<file path="src/hw/rtl/cfq_pkg.sv">
// Types and codes shared by the ring-buffer queue modules.
`timescale 1ns / 1ps
package cfq_pkg;

	// Operation codes as they arrive on func
	typedef enum logic [1:0] {
		OP_INSERT  = 2'd0,
		OP_DELETE  = 2'd1,
		OP_DISPLAY = 2'd2
	} op_t;

	// Result status codes
	localparam logic [2:0] ST_INSERTED = 3'd0;
	localparam logic [2:0] ST_FULL     = 3'd1;
	localparam logic [2:0] ST_DELETED  = 3'd2;
	localparam logic [2:0] ST_EMPTY    = 3'd3;
	localparam logic [2:0] ST_ELEMENT  = 3'd4;

	// One classified request waiting for the executor
	typedef struct packed {
		logic               valid;
		op_t                op;
		logic signed [31:0] value;
	} cmd_t;

	// One result as driven by the executor
	typedef struct packed {
		logic               valid;
		logic [2:0]         status;
		logic signed [31:0] value;
		logic               last;
	} res_t;

endpackage

</file>
<file path="src/hw/rtl/cfq_ram.sv">
// Generic single-port-write, single-port-read RAM with registered read data.
`timescale 1ns / 1ps
module cfq_ram #(
	parameter int WIDTH = 32,
	parameter int DEPTH = 16
) (
	input  logic                     clk,
	input  logic                     we,
	input  logic [$clog2(DEPTH)-1:0] waddr,
	input  logic [WIDTH-1:0]         wdata,
	input  logic [$clog2(DEPTH)-1:0] raddr,
	output logic [WIDTH-1:0]         rdata
);

	logic [WIDTH-1:0] mem_q [DEPTH];

	always_ff @(posedge clk) begin
		if (we) begin
			mem_q[waddr] <= wdata;
		end
		rdata <= mem_q[raddr];
	end

endmodule

</file>
<file path="src/hw/rtl/cfq_front.sv">
// Front end: accepts requests, drops unused codes, buffers them in a two-entry queue.
`timescale 1ns / 1ps
module cfq_front import cfq_pkg::*; (
	input  logic               clk,
	input  logic               arst_n,
	input  logic               start,
	input  logic [1:0]         func,
	input  logic signed [31:0] item_value,
	input  logic               pop,
	output logic               busy,
	output cmd_t               cmd
);

	logic [1:0]         count_q;
	logic               wr_ptr_q;
	logic               rd_ptr_q;
	op_t                op_q    [2];
	logic signed [31:0] value_q [2];
	logic               known;
	logic               push;
	logic               do_pop;

	// Classify: only the three defined codes go on to the executor
	always_comb begin
		unique case (func)
			OP_INSERT, OP_DELETE, OP_DISPLAY: known = 1'b1;
			default:                          known = 1'b0;
		endcase
	end

	assign busy   = (count_q == 2'd2);
	assign push   = start && !busy && known;
	assign do_pop = pop && (count_q != 2'd0);

	assign cmd.valid = (count_q != 2'd0);
	assign cmd.op    = op_q[rd_ptr_q];
	assign cmd.value = value_q[rd_ptr_q];

	// Queue pointers and occupancy
	always_ff @(posedge clk or negedge arst_n) begin
		if (!arst_n) begin
			count_q  <= 2'd0;
			wr_ptr_q <= 1'b0;
			rd_ptr_q <= 1'b0;
		end else begin
			if (push) begin
				wr_ptr_q <= !wr_ptr_q;
			end
			if (do_pop) begin
				rd_ptr_q <= !rd_ptr_q;
			end
			if (push && !do_pop) begin
				count_q <= count_q + 2'd1;
			end else if (!push && do_pop) begin
				count_q <= count_q - 2'd1;
			end
		end
	end

	// Queue payload
	always_ff @(posedge clk) begin
		if (push) begin
			op_q[wr_ptr_q]    <= op_t'(func);
			value_q[wr_ptr_q] <= item_value;
		end
	end

endmodule

</file>
<file path="src/hw/rtl/cfq_back.sv">
// Back end: owns head/tail state and storage, executes one request at a time.
`timescale 1ns / 1ps
module cfq_back import cfq_pkg::*; #(
	parameter int DEPTH = 16
) (
	input  logic       clk,
	input  logic       arst_n,
	input  cmd_t       cmd,
	output logic       pop,
	input  logic       cfg_valid,
	input  logic [4:0] cfg_data,
	output res_t       res
);

	localparam int IW = $clog2(DEPTH);
	localparam int CW = $clog2(DEPTH + 1);

	typedef enum logic [1:0] {
		S_IDLE,
		S_DEL,
		S_DISP
	} state_t;

	state_t             state_q;
	logic [CW-1:0]      cap_q;
	logic [IW-1:0]      head_q;
	logic [IW-1:0]      tail_q;
	logic               empty_q;
	logic [IW-1:0]      idx_q;
	logic [CW-1:0]      cnt_q;
	logic               fin_q;

	logic [IW-1:0]      tail_nxt;
	logic [IW-1:0]      head_nxt;
	logic [IW-1:0]      idx_nxt;
	logic               ins_full;
	logic               we;
	logic [IW-1:0]      waddr;
	logic [IW-1:0]      raddr;
	logic [31:0]        rdata;

	// Advance an index, wrapping at the capacity in use
	function automatic logic [IW-1:0] step_idx(input logic [IW-1:0] i,
		input logic [CW-1:0] cap);
		logic [IW:0] n;
		n = {1'b0, i} + (IW+1)'(1);
		return (n >= (IW+1)'(cap)) ? '0 : n[IW-1:0];
	endfunction

	assign tail_nxt = step_idx(tail_q, cap_q);
	assign head_nxt = step_idx(head_q, cap_q);
	assign idx_nxt  = step_idx(idx_q, cap_q);
	assign ins_full = !empty_q && (tail_nxt == head_q);

	// Storage access: writes on insert, reads at head or at the display cursor
	assign pop   = (state_q == S_IDLE) && cmd.valid;
	assign we    = pop && (cmd.op == OP_INSERT) && !ins_full;
	assign waddr = empty_q ? '0 : tail_nxt;
	assign raddr = (state_q == S_DISP) ? idx_nxt : head_q;

	cfq_ram #(
		.WIDTH(32),
		.DEPTH(DEPTH)
	) u_ram (
		.clk  (clk),
		.we   (we),
		.waddr(waddr),
		.wdata(cmd.value),
		.raddr(raddr),
		.rdata(rdata)
	);

	// Executor state, queue indices, capacity register and result register
	always_ff @(posedge clk or negedge arst_n) begin
		if (!arst_n) begin
			state_q   <= S_IDLE;
			cap_q     <= CW'(DEPTH);
			head_q    <= '0;
			tail_q    <= '0;
			empty_q   <= 1'b1;
			idx_q     <= '0;
			cnt_q     <= '0;
			fin_q     <= 1'b0;
			res.valid <= 1'b0;
			res.status <= ST_EMPTY;
			res.value <= '0;
			res.last  <= 1'b0;
		end else begin
			res.valid <= 1'b0;

			// capacity is clamped into 1..DEPTH on write
			if (cfg_valid) begin
				if (cfg_data == 5'd0) begin
					cap_q <= CW'(1);
				end else if (int'(cfg_data) > DEPTH) begin
					cap_q <= CW'(DEPTH);
				end else begin
					cap_q <= CW'(cfg_data);
				end
			end

			unique case (state_q)
				S_IDLE: begin
					if (cmd.valid) begin
						unique case (cmd.op)
							OP_INSERT: begin
								res.valid <= 1'b1;
								res.last  <= 1'b1;
								if (ins_full) begin
									res.status <= ST_FULL;
									res.value  <= '0;
								end else begin
									res.status <= ST_INSERTED;
									res.value  <= cmd.value;
									if (empty_q) begin
										head_q  <= '0;
										tail_q  <= '0;
										empty_q <= 1'b0;
									end else begin
										tail_q <= tail_nxt;
									end
								end
							end
							OP_DELETE: begin
								if (empty_q) begin
									res.valid  <= 1'b1;
									res.status <= ST_EMPTY;
									res.value  <= '0;
									res.last   <= 1'b1;
								end else begin
									// head entry is read this cycle
									if (head_q == tail_q) begin
										head_q  <= '0;
										tail_q  <= '0;
										empty_q <= 1'b1;
									end else begin
										head_q <= head_nxt;
									end
									state_q <= S_DEL;
								end
							end
							OP_DISPLAY: begin
								if (empty_q) begin
									res.valid  <= 1'b1;
									res.status <= ST_EMPTY;
									res.value  <= '0;
									res.last   <= 1'b1;
								end else begin
									idx_q   <= head_q;
									fin_q   <= (head_q == tail_q);
									cnt_q   <= CW'(1);
									state_q <= S_DISP;
								end
							end
							default: begin
								state_q <= S_IDLE;
							end
						endcase
					end
				end
				S_DEL: begin
					res.valid  <= 1'b1;
					res.status <= ST_DELETED;
					res.value  <= rdata;
					res.last   <= 1'b1;
					state_q    <= S_IDLE;
				end
				S_DISP: begin
					// one element per cycle; the next read is already issued
					res.valid  <= 1'b1;
					res.status <= ST_ELEMENT;
					res.value  <= rdata;
					res.last   <= fin_q;
					if (fin_q) begin
						state_q <= S_IDLE;
					end else begin
						idx_q <= idx_nxt;
						fin_q <= (idx_nxt == tail_q) ||
							(({1'b0, cnt_q} + (CW+1)'(1)) >= (CW+1)'(DEPTH));
						cnt_q <= cnt_q + CW'(1);
					end
				end
				default: begin
					state_q <= S_IDLE;
				end
			endcase
		end
	end

endmodule

</file>
<file path="src/hw/rtl/circular_queue_fifo.sv">
// Top level of the ring-buffer queue of signed 32-bit words.
`timescale 1ns / 1ps
// Ring-buffer queue. A request (func, item_value) is taken when start is high
// and busy is low; busy rises only when the two-entry request queue is full.
// Code 3 on func is taken and dropped. Results appear on status, result_value
// and last for exactly one cycle with result_valid high; the receiver cannot
// hold them off. The executor runs one request at a time from the request
// queue: insert and any full or empty answer are given straight from the idle
// state, delete passes through a second state for the registered read of the
// single storage read port, and display streams one element per cycle with
// last on the final one. Each accepted request waits in the request queue,
// and every result is registered before it appears. Capacity is
// written through cfg_valid/cfg_data (cfg_ready is always high), clamped to
// 1..DEPTH, and should only change while no request is pending.
module circular_queue_fifo import cfq_pkg::*; #(
	parameter int DEPTH = 16
) (
	input  logic               clk,
	input  logic               arst_n,
	input  logic               start,
	output logic               busy,
	input  logic [1:0]         func,
	input  logic signed [31:0] item_value,
	input  logic               cfg_valid,
	output logic               cfg_ready,
	input  logic [4:0]         cfg_data,
	output logic               result_valid,
	output logic [2:0]         status,
	output logic signed [31:0] result_value,
	output logic               last
);

	cmd_t cmd;
	res_t res;
	logic pop;

	assign cfg_ready = 1'b1;

	cfq_front u_front (
		.clk       (clk),
		.arst_n    (arst_n),
		.start     (start),
		.func      (func),
		.item_value(item_value),
		.pop       (pop),
		.busy      (busy),
		.cmd       (cmd)
	);

	cfq_back #(
		.DEPTH(DEPTH)
	) u_back (
		.clk      (clk),
		.arst_n   (arst_n),
		.cmd      (cmd),
		.pop      (pop),
		.cfg_valid(cfg_valid),
		.cfg_data (cfg_data),
		.res      (res)
	);

	assign result_valid = res.valid;
	assign status       = res.status;
	assign result_value = res.value;
	assign last         = res.last;

endmodule

</file>
<file path="config.mk">
export PLATFORM = sky130hd
export DESIGN_NAME = circular_queue_fifo
export DESIGN_NICKNAME = d
export VERILOG_FILES = /design/src/hw/rtl/cfq_pkg.sv /design/src/hw/rtl/cfq_ram.sv /design/src/hw/rtl/cfq_front.sv /design/src/hw/rtl/cfq_back.sv /design/src/hw/rtl/circular_queue_fifo.sv
export SDC_FILE = /design/constraint.sdc
export NUM_CORES = 1
export LEC_CHECK = 0
export BUFFER_PORTS_ARGS = -buffer_cell sky130_fd_sc_hd__buf_2
export CORE_MARGIN = 2
export CORE_UTILIZATION = 40
export DETAILED_ROUTE_END_ITERATION = 8
export SYNTH_ARGS = -nofsm -noshare
export SYNTH_HDL_FRONTEND = slang
export SYNTH_SLANG_ARGS = --single-unit
</file>
<file path="constraint.sdc">
create_clock -name clk -period 7 [get_ports clk]
set_input_delay 0.35 -clock clk [delete_from_list [all_inputs] [get_ports clk]]
set_output_delay 0.35 -clock clk [all_outputs]
set_load 0.03 [all_outputs]
</file>
Word level (Yosys, flattened, before mapping)

Memories as Yosys holds them, arrays and structs flattened. A register that Yosys moved wholly into a read port is not among the register bits.
Cells that the tools add are included.

$add $sub $neg: 7
Magnitude comparators: 5
Equal/unequal tests: 24
Multiplexer cells: 53
Reductions and logical operators: 35

Operator list:

| cell                | number |
|---|---|
| $pmux 37 s3         | 1 |
| $mux 37             | 2 |
| $pmux 37 s2         | 1 |
| $mux 4              | 16 |
| $mux 33             | 1 |
| $mux 5              | 6 |
| $pmux 4 s2          | 3 |
| $add 4x1->5 const B | 3 |
| $ge 5x5->1          | 3 |
| $eq 4x4->1          | 3 |
| $mux 1              | 12 |
| $mux 2              | 6 |
| $ne 2x2->1 const B  | 6 |
| $reduce_and 4->1    | 3 |
| $reduce_and 6->1    | 2 |
| $pmux 5 s2          | 1 |
| $reduce_and 5->1    | 2 |
| $logic_and 1x1->1   | 9 |
| $ne 3x3->1 const B  | 3 |
| $eq 2x2->1 const B  | 4 |
| $ne 2x1->1 const B  | 4 |
| $reduce_bool 2->1   | 4 |
| $logic_not 1->1     | 7 |
| $add 5x1->6 const B | 1 |
| other kinds (16)    | 21 |

Register bits: 67
Memory bits (writable): 580
Input bits: 43
Output and inout bits: 39
Memories kept: 3

Memories:

| name               | depth | width | rd ports | clocked after memory_dff | wr ports | line            | RTL |
|---|---|---|---|---|---|---|---|
| u_back.u_ram.mem_q | 16    | 32    | 1        | 1                        | 1        | cfq_ram.sv:15   | `logic [WIDTH-1:0] mem_q [DEPTH];` |
| u_front.value_q    | 2     | 32    | 1        | 0                        | 1        | cfq_front.sv:18 | `logic signed [31:0] value_q [2];` |
| u_front.op_q       | 2     | 2     | 1        | 0                        | 1        | cfq_front.sv:17 | `op_t op_q [2];` |

Longest topological paths before layout

Gate-level depths: netlist (run 1).

Depth after elaboration: 9
Mapped depth: 14

Cells and area by module

A second synthesis (run 1) with hierarchy kept.

Cells, all modules: 1362
Area total of the unflattened synthesis: 26546.7 µm²

Modules (own cells, without submodules):

| module              | instances | cells an instance | area an instance (µm²) | sequential area each (µm²) |
|---|---|---|---|---|
| cfq_ram             | 1         | 838               | 19835.3                | 16015.4 |
| cfq_back            | 1         | 396               | 3875.0                 | 1581.5 |
| cfq_front           | 1         | 126               | 2825.2                 | 2142.1 |
| circular_queue_fifo | 1         | 2                 | 11.3                   | 0.0 |

Worst setup path before layout (run 1)

OpenSTA, ideal clock, no wires.

Kind: register -> register
Start point: register u_back.tail_q[0]
End point: memory u_back.u_ram.mem_q[13][0], enable pin
Library setup time: 0.502 ns
Arrival time: 5.630 ns
Setup slack: 0.869 ns
Stages on the path, launching flop included: 12
Path buffers: 1
Cell sequence: dfrtp_1 > ha_1 > nor2b_1 > nor2_1 > inv_1 > ha_1 > o21ai_0 > o21bai_1 > a211oi_1 > nand3_1 > buf_4 > nor4_1

Cells in the longest elaborated chain, start to end: 9
Elaborated cells on any way between the ends: 10

RTL lines:

| item                         | line            | RTL |
|---|---|---|
| start, declared              | cfq_back.sv:27  | `logic [IW-1:0] tail_q;` |
| start signal, assigned       | cfq_back.sv:120 | `tail_q <= tail_nxt;` |
| $add 4x1->5 *                | cfq_back.sv:46  | `n = {1'b0, i} + (IW+1)'(1);` |
| $ge 5x5->1                   | cfq_back.sv:47  | `return (n >= (IW+1)'(cap)) ? '0 : n[IW-1:0];` |
| $mux 4 *                     | cfq_back.sv:47  |  |
| $eq 4x4->1                   | cfq_back.sv:53  | `assign ins_full = !empty_q && (tail_nxt == head_q);` |
| $logic_and 1x1->1            | cfq_back.sv:53  |  |
| $logic_not 1->1              | cfq_back.sv:57  | `assign we = pop && (cmd.op == OP_INSERT) && !ins_full;` |
| $logic_and 1x1->1            | cfq_back.sv:57  |  |
| $mux 1                       | cfq_ram.sv:18   | `if (we) begin` |
| $mux 1 (implied by the code) | cfq_ram.sv:19   | `mem_q[waddr] <= wdata;` |
| end, declared                | cfq_ram.sv:15   |  |

Mark *: on every way between the ends. The rest lies on a longest branch, timed or not.

Worst setup path after layout (run 1)

Start point: register u_back.tail_q[0]
End point: memory u_back.u_ram.mem_q[5][13], enable pin

The elaborated chain is that of the path after synthesis.

==> results of run 1 <==
-- cell usage in the layout (no fill, tap or decap), types with 38 or more instances in the layout --
cell	Yosys	routed
edfxtp_1	580	580
dlygate4sd3_1	0	38
inv_1	60	60
a211oi_1	133	133
a221oi_1	64	64
buf_2	27	79
clkbuf_16	0	71
and3_1	71	71
buf_4	6	44
nand2_1	225	223
mux2i_1	102	102
dfrtp_1	63	62
a21oi_1	142	142
-- worst max-delay path, delay by kind of cell (launching register included) --
| kind | cells | cell delay [ns] |
|---|---|---|
| adder cells (fa/ha/maj) | 2 | 0.59 |
| AND/OR/NAND/NOR | 4 | 2.16 |
| AO/OA/AOI/OAI | 3 | 1.06 |
| flip-flops | 1 | 0.73 |
| buffers and inverters | 2 | 0.55 |
-- synthesized netlist by cell type, types with 4 or more instances --
library cell	number	share of area, %
nor2b_1	6	0.14
inv_1	60	0.83
nand3_1	13	0.24
edfxtp_1	580	64
nand2_1	225	3.1
or4_1	32	0.89
mux2i_1	102	3.8
buf_1	5	0.069
a21oi_1	142	2.6
nor2_1	33	0.46
xor2_1	6	0.19
ha_1	29	1.3
a221oi_1	64	2.1
o221ai_1	32	1.0
dfxtp_1	32	2.4
a211oi_1	133	3.7
a21o_1	5	0.14
o21ai_0	20	0.37
dfrtp_1	63	5.8
buf_4	6	0.17
nand3b_1	4	0.11
clkbuf_1	88	1.2
xnor2_1	11	0.35
dfstp_2	4	0.39
buf_6	4	0.17
nand2b_1	6	0.14
a31oi_1	4	0.092
buf_2	27	0.50
nor3_1	13	0.24
and3_1	71	1.6
nor4_1	5	0.12
-- cell type report --
cell class / count / share of cell area, %
sequential: 679 / 63.5
multi-input combinational: 1007 / 21.8
clock buffer: 89 / 6.03
timing repair buffer: 161 / 3.56
tap: 873 / 3.51
clock inverter: 32 / 0.901
inverter: 61 / 0.736
-- cell families (layout without fill, tap and decap cells) --
group / count (synthesis) / in the layout / share of synthesized area, %
xor+xnor: 18 / 18 / 0.608
compound gates: 437 / 437 / 11.2
flops: 679 / 679 / 72.7
other cells: 1 / 1 / 0.0138
buf+inv: 191 / 343 / 2.96
mux: 104 / 104 / 3.84
fa+ha+maj: 29 / 29 / 1.34
simple gates: 418 / 418 / 7.32
-- power by group --
part | switching, uW | leakage [uW] | internal [uW]
combinational | 2420 | 0.00320 | 1020
clock | 1460 | 0.00107 | 2070
sequential | 202 | 0.00637 | 5160
total | 4080 | 0.0106 | 8240
-- worst min-delay path by stage --
stage / startpoint / endpoint / cells after the start
2_1_floorplan: arst_n / u_back.cap_q[0]$_DFFE_PN0P_ / 0
3_3_place_gp: u_back.res[14]$_DFFE_PN0P_ / u_back.res[14]$_DFFE_PN0P_ / 2
3_5_place_dp: u_back.res[18]$_DFFE_PN0P_ / u_back.res[18]$_DFFE_PN0P_ / 2
4_1_cts: cfg_data[2] / u_back.cap_q[2]$_DFFE_PN0P_ / 3
5_1_grt: cfg_data[1] / u_back.cap_q[1]$_DFFE_PN0P_ / 3
6_report: cfg_data[2] / u_back.cap_q[2]$_DFFE_PN0P_ / 3
-- metal layers --
| metal | vias to the layer above | wire length, microns | GRT usage (%) |
|---|---|---|---|
| met5 | - | 0 | 0 |
| met4 | 0 | 1630 | 6.34 |
| met3 | 97 | 3010 | 2.41 |
| met2 | 442 | 31400 | 30.5 |
| met1 | 8306 | 29100 | 25.4 |
| li1 | 7440 | - | - |
-- registers in the layout, summed over array words and instances (netlist names) --
name and count:
u_back.idx_q 4, u_back.u_ram.rdata 32, u_back.tail_q 4, u_front.wr_ptr_q 1, u_front.count_q 2, u_back.state_q 2, u_front.rd_ptr_q 1, u_front.op_q 4
u_back.cnt_q 5, u_back.fin_q 1, u_back.u_ram.mem_q 512, u_back.empty_q 1, u_back.res 37, u_front.value_q 64, u_back.head_q 4, u_back.cap_q 5
-- through the flow --
| step | hold slack, ns | utilization, % | cells | power (uW) |
|---|---|---|---|---|
| floorplan | 0.0544 | - | 1877 | 7760 |
| global placement | 0.468 | 42.5 | 2743 | 8790 |
| detailed placement | 0.468 | 42.5 | 2743 | 8880 |
| CTS | 0.00165 | 46.3 | 2902 | 12400 |
| global route | 0.0481 | 46.3 | 2902 | 12900 |
| finish | 0.0525 | 46.3 | 2902 | 12300 |
==> summary by stage, run 1 <==
Placement
The HPWL after detailed placement is 38.0 mm. The global placement routability congestion is slightly above 0.8. Once placement finished, the instance area stood at 28,600 sq um. OpenSTA, run right after detailed placement, puts the worst setup slack at roughly 1.6 ns.

The count of port buffers added during placement is 80.

Clock tree
After clock tree synthesis, the clock-pin slew on the worst setup and hold paths is 0.06 ns. CTS placed an instance of clkbuf_16 at the clock tree root. The total clock sinks is about 680. The post-CTS setup buffer count is 0.

No sink is reached through more buffers than the 3 on the longest clock path. The post-cts hold buffer count is 38. The number of gates resized after CTS was 0. The clock insertion delay at the later pin of the skew report is about 0.6 ns. The clock tree synthesis step divided the H-tree into 3 levels. TritonCTS built the clock tree. TritonCTS created 68 clock buffers.

Floorplanning
The floorplan core area is between 60,000 and 70,000 sq um. The y dimension of the die is 264 microns. Measured along the x axis, the die boundary spans 264 microns. The number of top-level design ports is 82. For this configuration, the core starts out at a cell density of 40.4%. The placement row count is 95. The die covers 70,000 sq um.

Detailed routing
The first-iteration detailed-routing DRC count is 1,236. The number of nets still failing antenna checks after routing is 0. In the final routed layout, each cell accounts on average for 22.4 microns. After detailed routing, the number of remaining DRC violations is 0. The number of vias per cell is 5.61. The routed layout has 16,285 vias. Summed over all layers, the routed wires come to 65.1 mm. The first TritonRoute pass finished after 5 iterations.

Setup path
Setup slack on the worst reg-to-reg path comes out at between 1.5 and 2 ns. The highest fanout seen on the critical path is 16. Among the stages of the critical path, the cell type that occurs most often is ha_1.

On the critical path, the stage with the largest delay is an instance of nor4_2. The path type of the worst setup path is reg2reg. In this design, the stage delay of the slowest critical-path cell is 1.14 ns. The required time of the critical path is 7.27 ns. The worst setup path is captured at a register.

The worst register-to-register path ends at u_back.u_ram.mem_q[5][13]$_DFFE_PP_. The signal on the critical path passes through ha_1, nor2b_1, nor2_1, inv_1, ha_1, o21ai_0, o21bai_1, a211oi_1, nand3_1, nor4_2, buf_4. The startpoint identified for the worst register-to-register timing path is u_back.tail_q[0]$_DFFE_PN0P_. The launching instance or port of the critical path is u_back.tail_q[0]$_DFFE_PN0P_. The worst setup path is launched from a register.

The worst endpoint data arrival time is 5.68 ns. The most critical setup path has its endpoint at u_back.u_ram.mem_q[5][13]$_DFFE_PP_. The worst register-to-register path has a depth of 11.

Status
The run finished with clean final reports.

STA
Subtracting the final worst setup slack from the clock period gives 5.41 ns. Across the routed clock network, the largest skew measured is 0.0262 ns. The sum of negative setup slack is 0 ns. Setup repair after global routing left no endpoint under its margin. The final count of hold timing violations was 0. Of the available clock period, the critical path in the final layout requires between 70% and 80%. The maximum clock frequency is 185 MHz.

After layout, the worst setup slack is between 1.5 and 2 ns. The number of max-slew violations in the final report is 0. The final-report setup violation count is 0. The headroom to the max-slew limit is 13.5%.

At the pin with the least slew margin, the transition time is 1.30 ns.

Finish
The count of inserted antenna diode cells is 0. The number of filler cells placed in the layout is between 5,000 and 6,000. The share of post-route cells with drive strength above 1 is 12.9%.

After routing the design area is 31,100 sq um. In the final design database the tool counted 2,050 nets. Registers take 19,700 sq um. Relative to the synthesized area, the layout overhead comes to 14.6%.

Summing all multi-input logic gate instances after layout gives 6780 sq um.

Synth
The number of distinct library cells after synthesis is 61. After synthesis the netlist holds a flip-flop and latch count of 679. The post-synthesis instance area is 27,100 sq um. The number of nets in the synthesized netlist is ~2,000. For this run, the number of Yosys warnings is 0.

For this run, asynchronously set or reset flops after synthesis account for approximately 9.9%. For this run, the register share of the synthesized area comes to approximately 73%. The average instance in the mapped netlist occupies roughly 14 sq um. Synthesis produced a netlist whose cell count is around 1,900.

The most used flip-flop cell after synthesis is edfxtp_1. The count of flip-flops with a built-in enable after synthesis is 580.

Power and ir drop
The leakage component of the power is between 0.01 and 0.015 uW. The power density of the placed cells is about 400 nW/um^2. The peak supply drop is 0.000270 V.

Min path
The path type of the worst min-delay path is in2reg.

Run
The tool flagged a number of max-cap violations equal to 0.

Global routing
The global route total overflow is 0. Entering global routing, the biggest net connects 86 pins. The initial antenna violation count is 1.

The first global-routing pass estimated 99.1 mm of wire. The number of global-route vias before repair came to between 15,000 and 20,000. The total routing resource utilization after global routing is ~19%.
Power figures use the tool's default switching activity.
==> run 2: changes to the inputs <==
==> constraint.sdc (replaced) <==
create_clock -name clk -period 4.9 [get_ports clk]
set_input_delay 0.245 -clock clk [delete_from_list [all_inputs] [get_ports clk]]
set_output_delay 0.245 -clock clk [all_outputs]
set_load 0.03 [all_outputs]
==> summary by stage, run 2 (synthesis gave the netlist of run 1 again) <==
Finish
The top cell types in the final layout, fill and taps aside, are edfxtp_1, nand2_1, a21oi_1. The share of post-route cells with drive strength above 1 is 13.6% (+0.74 points). Counting flops per register, the top entry is u_back.u_ram.mem_q. The final core utilization is 47.1% (+0.83 points).

The count of inserted antenna diode cells was 0 (unchanged). The area growth from synthesis to layout is 16.6%. The number of filler cells placed in the layout is 5,710 (-1.2%). The flip-flop count of the largest register, all copies and words added is 512 (unchanged).

The combined area of the multi-input logic cells is 6780 sq um (unchanged). The largest registers in the layout are u_back.u_ram.mem_q x512, u_front.value_q x64, u_back.res x37. The register area was 19,700 sq um (unchanged). The commonest non-fill, non-tap cell in the layout is edfxtp_1. The number of nets in the finished design was 2,075 (+1.2%).

STA
The final count of hold timing violations is 0 (unchanged). The slew of the pin with the lowest slew margin was 1.07 ns (-0.229 ns). The sum of negative setup slack is 0 ns (unchanged). The maximum clock frequency was 236 MHz (+28%). The final-report setup violation count came to 0 (unchanged). The headroom to the max-slew limit came to 28.8% (+15 points). The number of max-slew violations in the final report was 0 (unchanged).

Setup repair after global routing left no endpoint under its margin. The clock tree skew after final layout is 0.0248 ns (-0.00146 ns). The final worst slack came to 0.658 ns (-0.929 ns).

The post-route minimum period is 4.24 ns (-1.17 ns). The share of the clock period used by the worst path after layout is 86.6% (+9.2 points).

Clock tree
The root cell of the clock tree is clkbuf_16. The CTS clock-pin slew for the worst setup and hold paths is 0.06 ns (about the same). The maximum clock path buffer count came to 3 (unchanged). The number of clock buffers inserted by TritonCTS is 67 (-1.5%).

The post-CTS setup buffer count is 0 (unchanged). The number of H-tree levels is 3 (unchanged). The number of gates resized after cts came to 0 (unchanged). The clock insertion delay at the later pin of the skew report is 0.61 ns (+0.02 ns). The total clock sinks is 679 (unchanged).

The post-cts hold buffer count was 48 (+26%). The CTS tree is yes.

Floorplanning
The area enclosed by the die boundary is 70,000 sq um (unchanged). The overall die width is 264 microns (unchanged). The number of top-level design ports is 82 (unchanged).

The y dimension of the die is 264 microns (unchanged). The placement row count is 95 (unchanged). The floorplan core area is 67,200 sq um (unchanged). The starting utilization of the core area is 40.4% (unchanged).

Setup path
The kind of launch point of the worst setup path is a register. The required time of the critical path came to 5.38 ns (-1.89 ns). The buffer and inverter count on the worst path is 1 (-1). The slowest stage of the critical path belongs to the cell or4_1.

The worst stage delay on the critical path came to 0.54 ns (-0.60 ns). The signal on the critical path passes through ha_1, xor2_1, ha_1, a21o_1, a31oi_1, o21a_1, a31o_4, buf_12, mux2i_1, a221oi_1, or4_1. The worst endpoint data arrival time came to 4.72 ns (-0.96 ns). The worst setup path is captured at a register. Counting stages on the worst path, the most repeated cell is ha_1. The path type of the worst setup path is reg2reg.

Broken down by cell family, the worst path's largest delay share belongs to compound AO/OA/AOI/OAI gates. The highest fanout seen on the critical path is 33 (+17).

Power and ir drop
The sequential share of power was 42.5% (-1.0 points). The share of total power consumed by net switching is 33.2% (+0.11 points). The peak supply drop is 0.000313 V (+16%). The power density of the placed cells is 569 nW/um^2 (+44%). The combinational group share of total power is 28.5% (+0.6 points). The leakage component of the power came to 0.0108 uW (+2.0%). The total internal power came to 12,000 uW (+46%). The switching power is 5980 uW (+47%). The relative contribution of the clock network to total power is 29.0% (+0.4 points).

Min path
In this run the worst hold path is classified as in2reg.

Global routing
The global route total overflow is 0 (unchanged). The largest net degree at the start of global routing was 72 (-16%). The total routing resource utilization after global routing is 19.4% (+0.85 points). The initial antenna violation count is 1 (unchanged). The global-route wire length before repair is 103 mm (+3.5%). The number of global-route vias before repair came to 16,383 (+1.8%).

Detailed routing
The number of nets still failing antenna checks after routing is 0 (unchanged). The detailed-router iteration count before antenna repair is 6 (+1). The first-iteration detailed-routing DRC count is 1,320 (+6.8%). The detail-routed net length per standard cell is 23.2 microns (+3.6%). The detailed-route DRC error count is 0 (unchanged). The final routed wirelength across all metal layers is 68.1 mm (+4.6%). The vias after detailed routing is 16,472 (+1.1%).

The number of vias per cell is 5.62 (+0.15%).

Placement
The post-place setup slack is 0.688 ns (-0.943 ns). The HPWL after detailed placement is 38.5 mm (+1.3%). The count of port buffers added during placement is 80 (unchanged). The global placement routability congestion is 0.823 (+0.52%).

Run
The number of max-capacitance violations reported is 0 (unchanged).

Status
The run finished with clean final reports.
-- run 2: cell count changes in the layout (fill, tap and decap cells not counted), sizes merged, moves of 3 or more --
cell,delta
clkinvlp,+4
clkinv,-11
clkbuf,+5
buf,+16
dlygate4sd3,+10
inv,+3
-- run 2: power by group through the flow --
stage,logic [uW],registers [uW],clock network [uW]
floorplan,3280,7810,0
global placement,4970,7760,0
detailed placement,5110,7770,0
CTS,5160,7660,5310
global route,5610,7710,5540
finish,5130,7650,5210
-- run 2: worst reg2reg max path: cells and delay by family (launching register included) --
family / cells / cell delay, ns
AND/OR/NAND/NOR: 1 / 0.54
AO/OA/AOI/OAI: 5 / 1.57
buffers and inverters: 1 / 0.30
adder cells (fa/ha/maj): 2 / 0.61
flip-flops: 1 / 0.50
XOR/XNOR: 1 / 0.34
multiplexers: 1 / 0.26
-- run 2: per-layer routing --
layer / wire (microns) / vias to the layer above / part of all wire (%) / track usage, %
li1: - / 7497 / - / -
met1: 30600 / 8374 / 45 / 26.9
met2: 32600 / 512 / 48 / 31.7
met3: 3440 / 89 / 5.1 / 2.53
met4: 1510 / 0 / 2.2 / 6.17
met5: 0 / - / 0 / 0
-- run 2: cell type report --
class	instances	area share (%)
flip-flops and latches	679	62.4
multi-input cells	1007	21.4
clock buffers	94	5.88
repair buffers	187	4.98
well taps	873	3.45
clock inverters	30	1.19
inverters	61	0.723
-- run 2: path summary, 6_finish.rpt --
kind                                             start                             end  slack [ns]  cells after the start
max                        u_back.idx_q[0]$_DFFE_PN0P_  u_back.u_ram.rdata[15]$_DFF_P_        0.66                     11
max in group asynchronous                       arst_n    u_front.rd_ptr_q$_DFFE_PN0P_        3.77                      2
min                                              start    u_front.wr_ptr_q$_DFFE_PN0P_        0.02                      3
min in group asynchronous                       arst_n     u_back.cap_q[0]$_DFFE_PN0P_        0.40                      2
min reg2reg                 u_back.res[13]$_DFFE_PN0P_      u_back.res[13]$_DFFE_PN0P_        0.49                      2
max reg2reg                u_back.idx_q[0]$_DFFE_PN0P_  u_back.u_ram.rdata[15]$_DFF_P_        0.66                     11
-- run 2: through the flow --
| step | hold slack (ns) | std cells | cell area [sq um] | power (uW) |
|---|---|---|---|---|
| after floorplan | -0.0506 | 1877 | 27100 | 11100 |
| after global placement | 0.434 | 2759 | 28900 | 12700 |
| after detailed placement | 0.436 | 2759 | 28900 | 12900 |
| after CTS | 0.00487 | 2931 | 31700 | 18100 |
| after global routing | 0.0702 | 2931 | 31700 | 18900 |
| final | 0.0248 | 2931 | 31700 | 18000 |
